[src/orom_pkg.sv]
`timescale 1ns / 1ps

package orom_pkg;

	// point states
	localparam logic [1:0] ST_NORMAL = 2'd0;
	localparam logic [1:0] ST_HIGH   = 2'd1;
	localparam logic [1:0] ST_LOW    = 2'd2;
	localparam logic [1:0] ST_FAULT  = 2'd3;

	// event codes beyond the state codes
	localparam logic [2:0] EV_ESC   = 3'd4;
	localparam logic [2:0] TGT_NONE = 3'd4;

	// opcodes
	localparam logic [1:0] OP_SAMPLE = 2'd0;
	localparam logic [1:0] OP_TICK   = 2'd1;
	localparam logic [1:0] OP_ACK    = 2'd2;
	localparam logic [1:0] OP_MAINT  = 2'd3;

	// configuration register indexes
	localparam int CFG_IW = 3;
	localparam logic [CFG_IW-1:0] CFG_LIM_HI          = 3'd0;
	localparam logic [CFG_IW-1:0] CFG_LIM_LO          = 3'd1;
	localparam logic [CFG_IW-1:0] CFG_DEADBAND        = 3'd2;
	localparam logic [CFG_IW-1:0] CFG_DELAY_OFFNORMAL = 3'd3;
	localparam logic [CFG_IW-1:0] CFG_DELAY_NORMAL    = 3'd4;
	localparam logic [CFG_IW-1:0] CFG_ESCALATE_AFTER  = 3'd5;

	localparam logic [31:0] SAME_DELAY = 32'hFFFF_FFFF;

	// notifications per item and default note queue depth
	localparam int NOTE_MAX       = 3;
	localparam int NOTE_DEPTH_DEF = 4;

	typedef struct packed {
		logic [31:0] lim_hi;
		logic [31:0] lim_lo;
		logic [30:0] deadband;
		logic [31:0] delay_offnormal;
		logic [31:0] delay_normal;
		logic [31:0] escalate_after;
	} cfg_t;

	typedef struct packed {
		logic [1:0]  opcode;
		logic [31:0] now_time;
		logic [31:0] sample_value;
		logic        probe_fault;
		logic        maint_on;
	} item_t;

	typedef struct packed {
		logic [2:0]  code;
		logic [31:0] ev_time;
		logic [31:0] ev_value;
		logic [1:0]  pstate;
		logic        last;
	} note_t;

	typedef struct packed {
		logic [1:0]                 cnt;
		logic [NOTE_MAX-1:0][$bits(note_t)-1:0] notes;
	} note_push_t;

endpackage

[src/orom_note_fifo.sv]
`timescale 1ns / 1ps

module orom_note_fifo #(
	parameter int DEPTH = orom_pkg::NOTE_DEPTH_DEF
) (
	input  logic                clk,
	input  logic                arst_n,
	input  orom_pkg::note_push_t push,
	output logic [1:0]          free,
	output logic                out_valid,
	input  logic                out_stall,
	output orom_pkg::note_t     head
);
	import orom_pkg::*;

	localparam int PW = (DEPTH > 1) ? $clog2(DEPTH) : 1;
	localparam int CW = $clog2(DEPTH + 1);
	localparam int SW = PW + 2;

	note_t          mem_q [DEPTH];
	logic [PW-1:0]  wr_q;
	logic [PW-1:0]  rd_q;
	logic [CW-1:0]  cnt_q;
	logic [CW-1:0]  room;
	logic           pop;

	function automatic logic [PW-1:0] f_wrap(logic [PW-1:0] p, logic [1:0] k);
		logic [SW-1:0] s;
		s = SW'(p) + SW'(k);
		if (s >= SW'(DEPTH))
			s = s - SW'(DEPTH);
		return s[PW-1:0];
	endfunction

	assign pop       = out_valid && !out_stall;
	assign out_valid = (cnt_q != '0);
	assign head      = mem_q[rd_q];
	assign room      = CW'(DEPTH) - cnt_q;
	assign free      = (room >= CW'(NOTE_MAX)) ? 2'(NOTE_MAX) : room[1:0];

	always_ff @(posedge clk) begin
		for (int i = 0; i < NOTE_MAX; i++) begin
			if (2'(i) < push.cnt)
				mem_q[f_wrap(wr_q, 2'(i))] <= note_t'(push.notes[i]);
		end
	end

	always_ff @(posedge clk or negedge arst_n) begin
		if (!arst_n) begin
			wr_q  <= '0;
			rd_q  <= '0;
			cnt_q <= '0;
		end else begin
			wr_q  <= f_wrap(wr_q, push.cnt);
			if (pop)
				rd_q <= f_wrap(rd_q, 2'd1);
			cnt_q <= cnt_q + CW'(push.cnt) - CW'(pop);
		end
	end

endmodule

[src/orom_core.sv]
`timescale 1ns / 1ps

module orom_core (
	input  logic                 clk,
	input  logic                 arst_n,
	input  orom_pkg::cfg_t       cfg,
	input  logic                 item_valid,
	input  orom_pkg::item_t      item,
	input  logic [1:0]           free,
	output logic                 done,
	output orom_pkg::note_push_t push
);
	import orom_pkg::*;

	typedef struct packed {
		logic [1:0]  cur;
		logic [1:0]  notified;
		logic [1:0]  ptarget;
		logic        pvalid;
		logic        unacked;
		logic        escalated;
		logic        maint;
		logic [31:0] psince;
		logic [31:0] estart;
	} alarm_st_t;

	typedef struct packed {
		alarm_st_t                  st;
		logic [1:0]                 cnt;
		logic [NOTE_MAX-1:0][2:0]   code;
		logic [NOTE_MAX-1:0][1:0]   pstate;
	} work_t;

	alarm_st_t   st_q;
	logic [31:0] latest_q;
	logic [31:0] recent_q;

	work_t       w;
	logic [31:0] latest_d;
	logic [31:0] recent_d;
	logic [2:0]  tgt;
	logic        stale;
	note_t       nt;

	function automatic work_t f_emit(work_t wi, logic [2:0] c);
		work_t r;
		r = wi;
		if (wi.cnt < 2'(NOTE_MAX)) begin
			r.code[wi.cnt]   = c;
			r.pstate[wi.cnt] = wi.st.cur;
			r.cnt            = wi.cnt + 2'd1;
		end
		return r;
	endfunction

	function automatic work_t f_notify(work_t wi, logic [31:0] now);
		work_t r;
		r = f_emit(wi, {1'b0, wi.st.cur});
		r.st.notified = r.st.cur;
		if (r.st.cur == ST_HIGH || r.st.cur == ST_LOW) begin
			r.st.unacked   = 1'b1;
			r.st.estart    = now;
			r.st.escalated = 1'b0;
		end
		return r;
	endfunction

	function automatic work_t f_goto(work_t wi, logic [1:0] to, logic [31:0] now);
		work_t r;
		r = wi;
		r.st.cur    = to;
		r.st.pvalid = 1'b0;
		if (!r.st.maint)
			r = f_notify(r, now);
		return r;
	endfunction

	function automatic work_t f_timer(work_t wi, logic [31:0] now, cfg_t c);
		work_t       r;
		logic [31:0] d;
		logic [31:0] elapsed;
		r = wi;
		d = (wi.st.ptarget == ST_NORMAL && c.delay_normal != SAME_DELAY) ?
			c.delay_normal : c.delay_offnormal;
		elapsed = now - wi.st.psince;
		if (wi.st.cur != ST_FAULT && wi.st.pvalid && elapsed >= d)
			r = f_goto(wi, wi.st.ptarget, now);
		return r;
	endfunction

	function automatic work_t f_escalate(work_t wi, logic [31:0] now, cfg_t c);
		work_t       r;
		logic [31:0] elapsed;
		r = wi;
		elapsed = now - wi.st.estart;
		if (wi.st.unacked && !wi.st.escalated && !wi.st.maint &&
			c.escalate_after != '0 && elapsed >= c.escalate_after) begin
			r = f_emit(wi, EV_ESC);
			r.st.escalated = 1'b1;
		end
		return r;
	endfunction

	// limits widened so that the deadband never wraps them
	function automatic logic [2:0] f_target(logic [1:0] cur, logic [31:0] v, cfg_t c);
		logic signed [33:0] v34;
		logic signed [33:0] hi;
		logic signed [33:0] lo;
		logic signed [33:0] db;
		logic [2:0]         t;
		v34 = {{2{v[31]}}, v};
		hi  = {{2{c.lim_hi[31]}}, c.lim_hi};
		lo  = {{2{c.lim_lo[31]}}, c.lim_lo};
		db  = {3'b000, c.deadband};
		t   = TGT_NONE;
		unique case (cur)
			ST_NORMAL: begin
				priority if (v34 > hi)
					t = {1'b0, ST_HIGH};
				else if (v34 < lo)
					t = {1'b0, ST_LOW};
				else
					t = TGT_NONE;
			end
			ST_HIGH: begin
				priority if (v34 < lo)
					t = {1'b0, ST_LOW};
				else if (v34 < hi - db)
					t = {1'b0, ST_NORMAL};
				else
					t = TGT_NONE;
			end
			ST_LOW: begin
				priority if (v34 > hi)
					t = {1'b0, ST_HIGH};
				else if (v34 > lo + db)
					t = {1'b0, ST_NORMAL};
				else
					t = TGT_NONE;
			end
			ST_FAULT: t = TGT_NONE;
		endcase
		return t;
	endfunction

	assign stale = (item.now_time < latest_q);

	always_comb begin
		w        = '0;
		w.st     = st_q;
		latest_d = latest_q;
		recent_d = recent_q;
		tgt      = TGT_NONE;
		if (!stale) begin
			latest_d = item.now_time;
			unique case (item.opcode)
				OP_SAMPLE: begin
					recent_d = item.sample_value;
					if (item.probe_fault) begin
						if (w.st.cur != ST_FAULT)
							w = f_goto(w, ST_FAULT, item.now_time);
						w.st.pvalid = 1'b0;
					end else begin
						if (w.st.cur == ST_FAULT)
							w = f_goto(w, ST_NORMAL, item.now_time);
						tgt = f_target(w.st.cur, item.sample_value, cfg);
						if (tgt == TGT_NONE) begin
							w.st.pvalid = 1'b0;
						end else if (!w.st.pvalid || tgt[1:0] != w.st.ptarget) begin
							w.st.pvalid  = 1'b1;
							w.st.ptarget = tgt[1:0];
							w.st.psince  = item.now_time;
						end
						w = f_timer(w, item.now_time, cfg);
					end
				end
				OP_TICK: begin
					w = f_timer(w, item.now_time, cfg);
				end
				OP_ACK: begin
					w = f_timer(w, item.now_time, cfg);
					w.st.unacked = 1'b0;
				end
				OP_MAINT: begin
					w = f_timer(w, item.now_time, cfg);
					if (item.maint_on) begin
						w.st.maint = 1'b1;
					end else if (w.st.maint) begin
						// leaving maintenance: catch up on a missed change
						w.st.maint = 1'b0;
						if (w.st.cur != w.st.notified)
							w = f_notify(w, item.now_time);
					end
				end
			endcase
			w = f_escalate(w, item.now_time, cfg);
		end
	end

	// the item waits until the note queue can take all its notes
	assign done = item_valid && (w.cnt <= free);

	always_comb begin
		push     = '0;
		nt       = '0;
		push.cnt = done ? w.cnt : 2'd0;
		for (int i = 0; i < NOTE_MAX; i++) begin
			nt.code     = w.code[i];
			nt.ev_time  = item.now_time;
			nt.ev_value = recent_d;
			nt.pstate   = w.pstate[i];
			nt.last     = (2'(i) == w.cnt - 2'd1);
			push.notes[i] = nt;
		end
	end

	always_ff @(posedge clk or negedge arst_n) begin
		if (!arst_n) begin
			st_q     <= '0;
			latest_q <= '0;
			recent_q <= '0;
		end else if (done) begin
			st_q     <= w.st;
			latest_q <= latest_d;
			recent_q <= recent_d;
		end
	end

endmodule

[src/out_of_range_alarm_monitor_top.sv]
`timescale 1ns / 1ps

// Out-of-range alarm monitor for one analog point (normal, high, low, fault).
// An accepted item lands in an input register, where it is evaluated in one
// pass; once the queue has room, all its zero to three notifications are
// written together to a small note queue, whose head drives the output.
// A new item is taken every cycle as long as the queue has room for all the
// notes of the item in the input register; notes leave the queue one per
// cycle while out_stall is low, so the output port sets the sustained rate.
// Configuration registers are written directly and must only change while
// no item is in flight.
module out_of_range_alarm_monitor_top #(
	parameter int NOTE_DEPTH = orom_pkg::NOTE_DEPTH_DEF
) (
	input  logic                     clk,
	input  logic                     arst_n,
	input  logic                     cfg_we,
	input  logic [orom_pkg::CFG_IW-1:0] cfg_index,
	input  logic [31:0]              cfg_data,
	input  logic                     in_valid,
	output logic                     in_stall,
	input  logic [1:0]               opcode,
	input  logic [31:0]              now_time,
	input  logic signed [31:0]       sample_value,
	input  logic                     probe_fault,
	input  logic                     maint_on,
	output logic                     out_valid,
	input  logic                     out_stall,
	output logic [2:0]               event_code,
	output logic [31:0]              event_time,
	output logic signed [31:0]       event_value,
	output logic [1:0]               point_state,
	output logic                     last_note
);
	import orom_pkg::*;

	cfg_t       cfg_q;
	item_t      item_s1;
	logic       valid_s1;
	logic       done;
	logic [1:0] free;
	note_push_t push;
	note_t      head;

	always_ff @(posedge clk or negedge arst_n) begin
		if (!arst_n) begin
			cfg_q.lim_hi          <= 32'h7FFF_FFFF;
			cfg_q.lim_lo          <= 32'h8000_0000;
			cfg_q.deadband        <= '0;
			cfg_q.delay_offnormal <= '0;
			cfg_q.delay_normal    <= SAME_DELAY;
			cfg_q.escalate_after  <= '0;
		end else if (cfg_we) begin
			unique case (cfg_index)
				CFG_LIM_HI:          cfg_q.lim_hi          <= cfg_data;
				CFG_LIM_LO:          cfg_q.lim_lo          <= cfg_data;
				CFG_DEADBAND:        cfg_q.deadband        <= cfg_data[30:0];
				CFG_DELAY_OFFNORMAL: cfg_q.delay_offnormal <= cfg_data;
				CFG_DELAY_NORMAL:    cfg_q.delay_normal    <= cfg_data;
				CFG_ESCALATE_AFTER:  cfg_q.escalate_after  <= cfg_data;
				default: ;
			endcase
		end
	end

	assign in_stall = valid_s1 && !done;

	always_ff @(posedge clk or negedge arst_n) begin
		if (!arst_n)
			valid_s1 <= 1'b0;
		else if (in_valid && !in_stall)
			valid_s1 <= 1'b1;
		else if (done)
			valid_s1 <= 1'b0;
	end

	always_ff @(posedge clk) begin
		if (in_valid && !in_stall) begin
			item_s1.opcode       <= opcode;
			item_s1.now_time     <= now_time;
			item_s1.sample_value <= sample_value;
			item_s1.probe_fault  <= probe_fault;
			item_s1.maint_on     <= maint_on;
		end
	end

	orom_core u_core (
		.clk        (clk),
		.arst_n     (arst_n),
		.cfg        (cfg_q),
		.item_valid (valid_s1),
		.item       (item_s1),
		.free       (free),
		.done       (done),
		.push       (push)
	);

	orom_note_fifo #(
		.DEPTH (NOTE_DEPTH)
	) u_fifo (
		.clk       (clk),
		.arst_n    (arst_n),
		.push      (push),
		.free      (free),
		.out_valid (out_valid),
		.out_stall (out_stall),
		.head      (head)
	);

	assign event_code  = head.code;
	assign event_time  = head.ev_time;
	assign event_value = head.ev_value;
	assign point_state = head.pstate;
	assign last_note   = head.last;

endmodule

[config.mk]
export PLATFORM = sky130hd
export DESIGN_NAME = out_of_range_alarm_monitor_top
export DESIGN_NICKNAME = d
export VERILOG_FILES = /design/src/orom_pkg.sv /design/src/orom_note_fifo.sv /design/src/orom_core.sv /design/src/out_of_range_alarm_monitor_top.sv
export SDC_FILE = /design/constraint.sdc
export NUM_CORES = 2
export LEC_CHECK = 0
export BUFFER_PORTS_ARGS = -buffer_cell sky130_fd_sc_hd__buf_4
export CAP_MARGIN = 15
export CORE_MARGIN = 10
export CORE_UTILIZATION = 55
export DETAILED_ROUTE_END_ITERATION = 8
export GPL_TIMING_DRIVEN = 0
export HOLD_SLACK_MARGIN = 0.1
export PLACE_DENSITY_LB_ADDON = 0.25
export SLEW_MARGIN = 20
export SYNTH_ARGS = -nofsm -noshare
export SYNTH_HDL_FRONTEND = slang
export SYNTH_SLANG_ARGS = --single-unit
[constraint.sdc]
create_clock -name clk -period 44.7 [get_ports clk]
set_input_delay 6.705 -clock clk [delete_from_list [all_inputs] [get_ports clk]]
set_output_delay 6.705 -clock clk [all_outputs]
set_load 0.03 [all_outputs]
* Yosys cells after proc, flatten, opt, wreduce, memory -nomap -nowiden
Memories as Yosys holds them, arrays and structs flattened.
Index checks and enable logic that the tools add are counted.
W data, S select, Z words.
** Cells by class
- Reduce and logical (&&, ||, !) cells :: 44
- Eq/ne operators :: 26
- Muxes and demuxes :: 98
- Bitwise operators :: 4
- Magnitude comparators :: 27
- Add/sub/neg operators :: 21
** Operators by type and width (number)
- $mux W91 :: 11
- $mux W89 :: 6
- $mux W32 :: 12
- $pmux W91 S4 :: 1
- $ge A32 B32 Y1 :: 3
- $sub A32 B32 Y32 :: 3
- $mux W83 :: 1
- $mux W81 :: 1
- $mux W70 :: 1
- $reduce_or A70 Y1 :: 1
- $mux W17 :: 4
- $lt A32 B32 Y1 :: 2
- $mux W2 :: 21
- $mux W3 :: 13
- $add A32 B32 Y33 :: 1
- $gt A32 B33 Y1 :: 1
- $lt A32 B33 Y1 :: 1
- $sub A32 B32 Y33 :: 1
- $gt A32 B32 Y1 :: 1
- $ne A32 B32 Y1 const B :: 1
- $reduce_bool A32 Y1 :: 1
- $bwmux W6 :: 3
- $bwmux W9 :: 2
- $demux W3 S2 :: 3
- 42 further kinds :: 125
** Storage, ports and cells
- Input port bits :: 108
- Memories :: 1
- Bits in writable memories :: 280
- Logic and storage cells :: 247
- Register bits after elaboration :: 405
- Output and inout port bits :: 72
** Memories
- u_fifo.mem_q :: words 4, bits a word 70, rd ports 1, clocked after memory_dff 0, write ports 2, RTL line orom_note_fifo.sv:20 : note_t mem_q [DEPTH];

* Depth between registers and ports, before layout
- Depth in word-level cells :: 43
- Depth in mapped cells :: 90
- Gate-level depth less buffers :: 87

* Modules after synthesis
From an unflattened synthesis, not the netlist that was laid out.
** Second synthesis, totals
- Cell total of the unflattened synthesis :: 5000
- Area, all modules :: 48431.4 um^2
** By module, submodules not included
- orom_core :: sequential area each 3453.3 um^2, cells each 2846, area an instance 22769.3 um^2, times used 1
- orom_note_fifo :: sequential area each 8583.2 um^2, cells each 1672, area an instance 16158.0 um^2, times used 1
- out_of_range_alarm_monitor_top :: sequential area each 6926.6 um^2, cells each 482, area an instance 9504.1 um^2, times used 1

* Worst setup path after synthesis
OpenSTA, ideal clock, no wires.
- Path type :: register to output
- Start :: register cfg_q[159] in the netlist's numbering
- End :: output port in_stall
- Arrival :: 15.276 ns
- Stages on the path, launching flop included :: 82
- Path slack :: 22.719 ns
- Cells stage by stage :: dfstp_2 > inv_1 > ha_1 > inv_1 > fa_1 > a21o_1 > a21oi_1 > o21ai_0 > a21oi_1 > o21bai_1 > a21oi_1 > o21ai_0 > a211oi_1 > nor2_1 > a211oi_1 > nor2b_1 > o21a_1 > ha_1 > [... 46 more ...] > xnor2_1 > ha_1 > nand4_1 > nor3_1 > o31ai_1 > a21o_1 > a21oi_1 > o221a_2 > xor2_1 > and2_1 > buf_2 > inv_1 > ha_1 > nand2_1 > o21ai_0 > inv_1 > nand2_1 > inv_1
** On the way
- Longest elaborated chain between the ends :: 33
- Elaborated cells on any way between the ends :: 62
- Those cells by class :: add/sub: 4; order compare: 6; eq/ne: 4; mux: 33; reduce/logical: 15
** RTL lines
- from (decl) :: RTL line out_of_range_alarm_monitor_top.sv:37 : cfg_t cfg_q;
- $sub A32 B32 Y33 or $gt A32 B32 Y1 (tied branches) :: RTL line orom_core.sv:128, orom_core.sv:118, orom_core.sv:134
- $lt A32 B33 Y1, or another cell as far along :: RTL line orom_core.sv:128 : else if (v34 < hi - db)
- $mux W3 or $pmux W3 S4 (tied branches) :: RTL line orom_core.sv:128, orom_core.sv:116
- $mux W3 (on tied branches) :: RTL line orom_core.sv:126, orom_core.sv:159
- $pmux W3 S4 (*) :: RTL line orom_core.sv:116 : unique case (cur)
- $mux W3 (*) :: RTL line orom_core.sv:159 : if (item.probe_fault) begin
- $mux W3 (*) :: RTL line orom_core.sv:156 : unique case (item.opcode)
- $mux W3 (*) :: RTL line orom_core.sv:154 : if (!stale) begin
- [... 13 more ...]
- $mux W91 (*) :: RTL line orom_core.sv:154
- branches (longest 5 deep; another with $sub A32 B32 Y32)
- $mux W83 (*) :: RTL line orom_core.sv:96 : if (wi.st.unacked && !wi.st.escalated && !wi.st.maint &&
- $mux W17 (*) :: RTL line orom_core.sv:154
- $le A2 B2 Y1 (*) :: RTL line orom_core.sv:201 : assign done = item_valid && (w.cnt <= free);
- $logic_and A1 B1 Y1 (*) :: RTL line orom_core.sv:201
- $logic_not A1 Y1 (*) :: RTL line out_of_range_alarm_monitor_top.sv:66 : assign in_stall = valid_s1 && !done;
- $logic_and A1 B1 Y1 (*) :: RTL line out_of_range_alarm_monitor_top.sv:66
- to (decl) :: RTL line out_of_range_alarm_monitor_top.sv:21 : output logic in_stall,
Mark *: on every way between the ends. The select of a mux whose other input is x is not followed.

* Worst setup path in the final report
- Start :: register cfg_q[96] in the netlist's numbering
- End :: output port in_stall
** On the way
- Longest elaborated chain between the ends :: 33
- Elaborated cells on any way between the ends :: 59
- Those cells by class :: add/sub: 5; order compare: 6; eq/ne: 3; mux: 31; reduce/logical: 14
** RTL lines (RTL line)
- $add A32 B32 Y33 or $sub A32 B32 Y33 (tied branches) :: orom_core.sv:136, orom_core.sv:128
- $gt A32 B33 Y1 or $lt A32 B33 Y1 (tied branches) :: orom_core.sv:136, orom_core.sv:128
- $mux W3 (on tied branches) :: orom_core.sv:136, orom_core.sv:128
- $mux W3 (on tied branches) :: orom_core.sv:134, orom_core.sv:126
- $pmux W3 S4 (*) :: orom_core.sv:116
- $mux W3 (*) :: orom_core.sv:159
- $mux W3 (*) :: orom_core.sv:156
- $mux W3 (*) :: orom_core.sv:154
- [... 13 more ...]
- $mux W91 (*) :: orom_core.sv:154
- branches (longest 5 deep; another with $sub A32 B32 Y32)
- $mux W83 (*) :: orom_core.sv:96
- $mux W17 (*) :: orom_core.sv:154
- $le A2 B2 Y1 (*) :: orom_core.sv:201
- $logic_and A1 B1 Y1 (*) :: orom_core.sv:201
- $logic_not A1 Y1 (*) :: out_of_range_alarm_monitor_top.sv:66
- $logic_and A1 B1 Y1 (*) :: out_of_range_alarm_monitor_top.sv:66
Marks and branches as above.

==> flow_metrics.py <==
metrics = {
    "run_status": {
        "run_status": "finished clean",
    },
    "synthesis": {
        "synthFlopType": "sky130_fd_sc_hd__edfxtp_1",
        "yosys_warnings": 0,
        "yosysSeqAreaShare_pct": 45.5,
        "synthesis.instances": 3858,
        "synth_xor_area_share_pct": 3.20,
        "number_of_synthesized_flops_with_an_enable_pin": 348,
        "syn_avg_cell_area_um2": 10.8,
        "synth.area.mux_share_pct": 10.1,
        "main_combinational_cell_family_by_area_after_synthesis": "compound AO/OA/AOI/OAI gates",
        "syn-cell-area_um2": 41600,
        "synth.ff_latch_count": 685,
        "netlist_top_cells_area": "sky130_fd_sc_hd__edfxtp_1 (25%), sky130_fd_sc_hd__dfrtp_1 (16%), sky130_fd_sc_hd__ha_1 (13%), sky130_fd_sc_hd__mux2_2 (4.4%), sky130_fd_sc_hd__o21ai_0 (4.1%)",
        "yosys.area.top_type": "sky130_fd_sc_hd__edfxtp_1",
        "synthSimpleGateAreaFrac_pct": 9.57,
        "synth_top_area_share_pct": 25.1,
        "synth_compound_area_share_pct": 14.6,
        "arithmetic_cell_share_of_the_synthesized_area_counting_full_adders_half_adders_and_majority_gates_pct": 13.2,
        "netlist-cell-type-count": 87,
        "asyncSetResetFlopFracSynth_pct": 49.2,
        "mappedNetlistNets": 4402,
    },
    "critical_path": {
        "worst_path_largest_cell_delay_ps": 730,
        "worstSetupEndpointType": "output port",
        "worstSetupStartpointType": "register",
        "data_arrival_time_at_the_worst_slack_endpoint_ps": 20480,
        "worstPathMaxFanout": 10,
        "critPathMostFrequentCell": "sky130_fd_sc_hd__a21oi_1",
        "path_class": "reg2out",
        "worst_ep_required_time_ps": 37990,
        "crit_path_top_delay_cell": "sky130_fd_sc_hd__o311ai_1",
    },
    "final_layout": {
        "nNetsFinal": 4680,
        "leading_cell_type_in_the_layout_fill_and_taps_excluded": "sky130_fd_sc_hd__ha_1",
        "layout-drive-gt1-share_pct": 15.8,
        "filler_cell_count": 5880,
        "layout_common_cells": "sky130_fd_sc_hd__ha_1 (430), sky130_fd_sc_hd__nand2_1 (397), sky130_fd_sc_hd__edfxtp_1 (348)",
        "area_growth_syn_to_layout_pct": 13.7,
    },
    "place": {
        "placement.io_buffers": 178,
        "globalplace.congestion": 0.930,
        "hpwlAfterDp_um": 88000,
    },
    "routing": {
        "post_drt_via_cell_ratio": 6.09,
        "vias": 31506,
        "number_of_drc_markers_after_the_initial_detailed_route_iteration": 2952,
        "wirelength_per_cell_um": 22.6,
        "drt_pass1_iterations": 6,
        "route.final.wire_length_um": 117000,
        "ant_nets": 0,
        "drc": 0,
    },
    "worst_hold_path": {
        "holdCritPathClass": "reg2reg",
    },
    "floorplan": {
        "start_util_pct": 55.8,
        "core_area_um2": 74700,
        "dieArea_um2": 87100,
        "die_height_um": 295,
        "ios": 180,
        "die_width_um": 295,
        "placement_rows": 100,
    },
    "timing": {
        "timing.max_slew.rel_slack_pct": 30.6,
        "setup-tns-final_ps": 0,
        "setup_viol_count_final": 0,
        "final-hold-violation-count": 0,
        "achievable-frequency_mhz": 36.8,
        "clock-skew-final_ps": 40.8,
        "drv_slew": 0,
        "worst-slew-pin-transition_ps": 1030,
        "timing.final.crit_share_pct": 60.8,
        "hold_ws_ps": 477,
        "period_minus_slack_ps": 27180,
        "rsz0062_at_grt": "false",
    },
    "global_route": {
        "grt_pass1_vias": 31039,
        "grt_usage_pct": 26.6,
        "antenna_found_initial": 9,
        "grt_start_max_net_pins": 100,
        "grt_pass1_wl_um": 180000,
        "gr-total-overflow": 0,
    },
    "cts": {
        "tritoncts": "yes",
        "cts_setup_buffers": 0,
        "cts_num_sinks": 685,
        "hold_buffers": 0,
        "cts_inserted_buffers": 76,
        "clock_tree.buffer_depth": 3,
        "clock_insertion_delay_worst_skew_ps": 660,
        "number_of_gates_resized_after_cts": 0,
        "root_buffer_cell": "sky130_fd_sc_hd__clkbuf_16",
        "cts.htree.levels": 3,
        "path_clk_slew_ps": 60,
    },
    "pwr": {
        "p_leak_nw": 19.9,
        "peakVddDrop_uv": 51.6,
        "power.density_nw_per_um2": 79.4,
    },
    "run": {
        "maxCapViolCount": 0,
    },
}
## cells by family (layout without fill, tap and decap cells)
kind of cell,count (synthesis),in the layout
AOI/OAI and AO/OA,986,986
xor gates and xnor gates,152,152
adders and majority gates,436,436
buffers and inverters,423,764
DFF,685,685
muxes,312,312
other,0,2
and+or+nand+nor,864,864
## worst max-delay path: cells and delay by family, from the launching register on
family	cells	cell delay [ps]
compound gates	43	11100
mux	1	370
xor+xnor	3	390
simple gates	18	3330
fa+ha+maj	8	2570
flops	1	410
buf+inv	7	1590
## state kept, by name (all words and copies together), names as in the netlist
register / cells
cfg_q: 191
item_s1: 68
u_core.latest_q: 32
u_core.recent_q: 32
u_core.st_q: 74
u_fifo.cnt_q: 3
u_fifo.mem_q: 280
u_fifo.rd_q: 2
u_fifo.wr_q: 2
valid_s1: 1
## report_power, final
part	switching [mW]	total, mW	internal (mW)
sequential	0.103	0.942	0.839
clock	0.275	0.676	0.401
combinational	1.26	2.14	0.875
total	1.64	3.76	2.11
## metal layers
| layer | part of all wire [%] | global-route usage [%] |
|---|---|---|
| met4 | 2.9 | 8.74 |
| met2 | 46 | 42.4 |
| met3 | 7.9 | 5.29 |
| met5 | 0.057 | 1.02 |
| met1 | 43 | 36.1 |
## synth_stat cells, types with 45 or more instances
cell type	number
sky130_fd_sc_hd__a21o_1	100
sky130_fd_sc_hd__a21oi_1	234
sky130_fd_sc_hd__clkbuf_1	104
sky130_fd_sc_hd__dfrtp_1	273
sky130_fd_sc_hd__dfstp_2	64
sky130_fd_sc_hd__edfxtp_1	348
sky130_fd_sc_hd__ha_1	430
sky130_fd_sc_hd__inv_1	290
sky130_fd_sc_hd__mux2_2	163
sky130_fd_sc_hd__mux2i_1	79
sky130_fd_sc_hd__mux4_2	70
sky130_fd_sc_hd__nand2_1	397
sky130_fd_sc_hd__nand3_1	53
sky130_fd_sc_hd__nand4_1	54
sky130_fd_sc_hd__nor2_1	155
sky130_fd_sc_hd__nor3_1	45
sky130_fd_sc_hd__o21ai_0	345
sky130_fd_sc_hd__xnor2_1	90
sky130_fd_sc_hd__xor2_1	62
## final timing paths
path                                     startpoint                  end  slack (ps)  cells after the start
worst max-delay path                      cfg_q[96]             in_stall       17520                     80
worst min-delay path            u_core.recent_q[29]  u_core.recent_q[29]         480                      2
worst max register to register            cfg_q[96]  u_fifo.mem_q[0][46]       22120                     85
worst min register to register  u_core.recent_q[29]  u_core.recent_q[29]         480                      2
max in group asynchronous                    arst_n             cfg_q[7]       37460                      3
min in group asynchronous                    arst_n  u_core.recent_q[22]        5930                      1
## metrics by stage
step	std cells	setup WS (ps)	total power [mW]	util (%)	instance area [um^2]
after floorplan	3858	22720	2.47	-	41600
after global placement	5005	14880	3.01	59.2	44200
after detailed placement	5027	18580	3.06	59.7	44600
after CTS	5168	17820	3.75	63.4	47300
after global routing	5169	16330	4.04	63.4	47300
final	5170	17520	3.76	63.4	47300
## cell type report
cell class	instances	area, um^2	share of cell area, %
Timing Repair Buffer	200	1690	3.58
Clock inverter	47	656	1.38
Clock buffer	94	2050	4.33
Sequential cell	685	19000	40.1
Tap cell	969	1210	2.56
Inverter	291	1090	2.31
Multi-Input combinational cell	2750	21200	44.7
Antenna cell	2	5.00	0.0106
Buffer	132	510	1.08
Power figures use the tool's default switching activity.
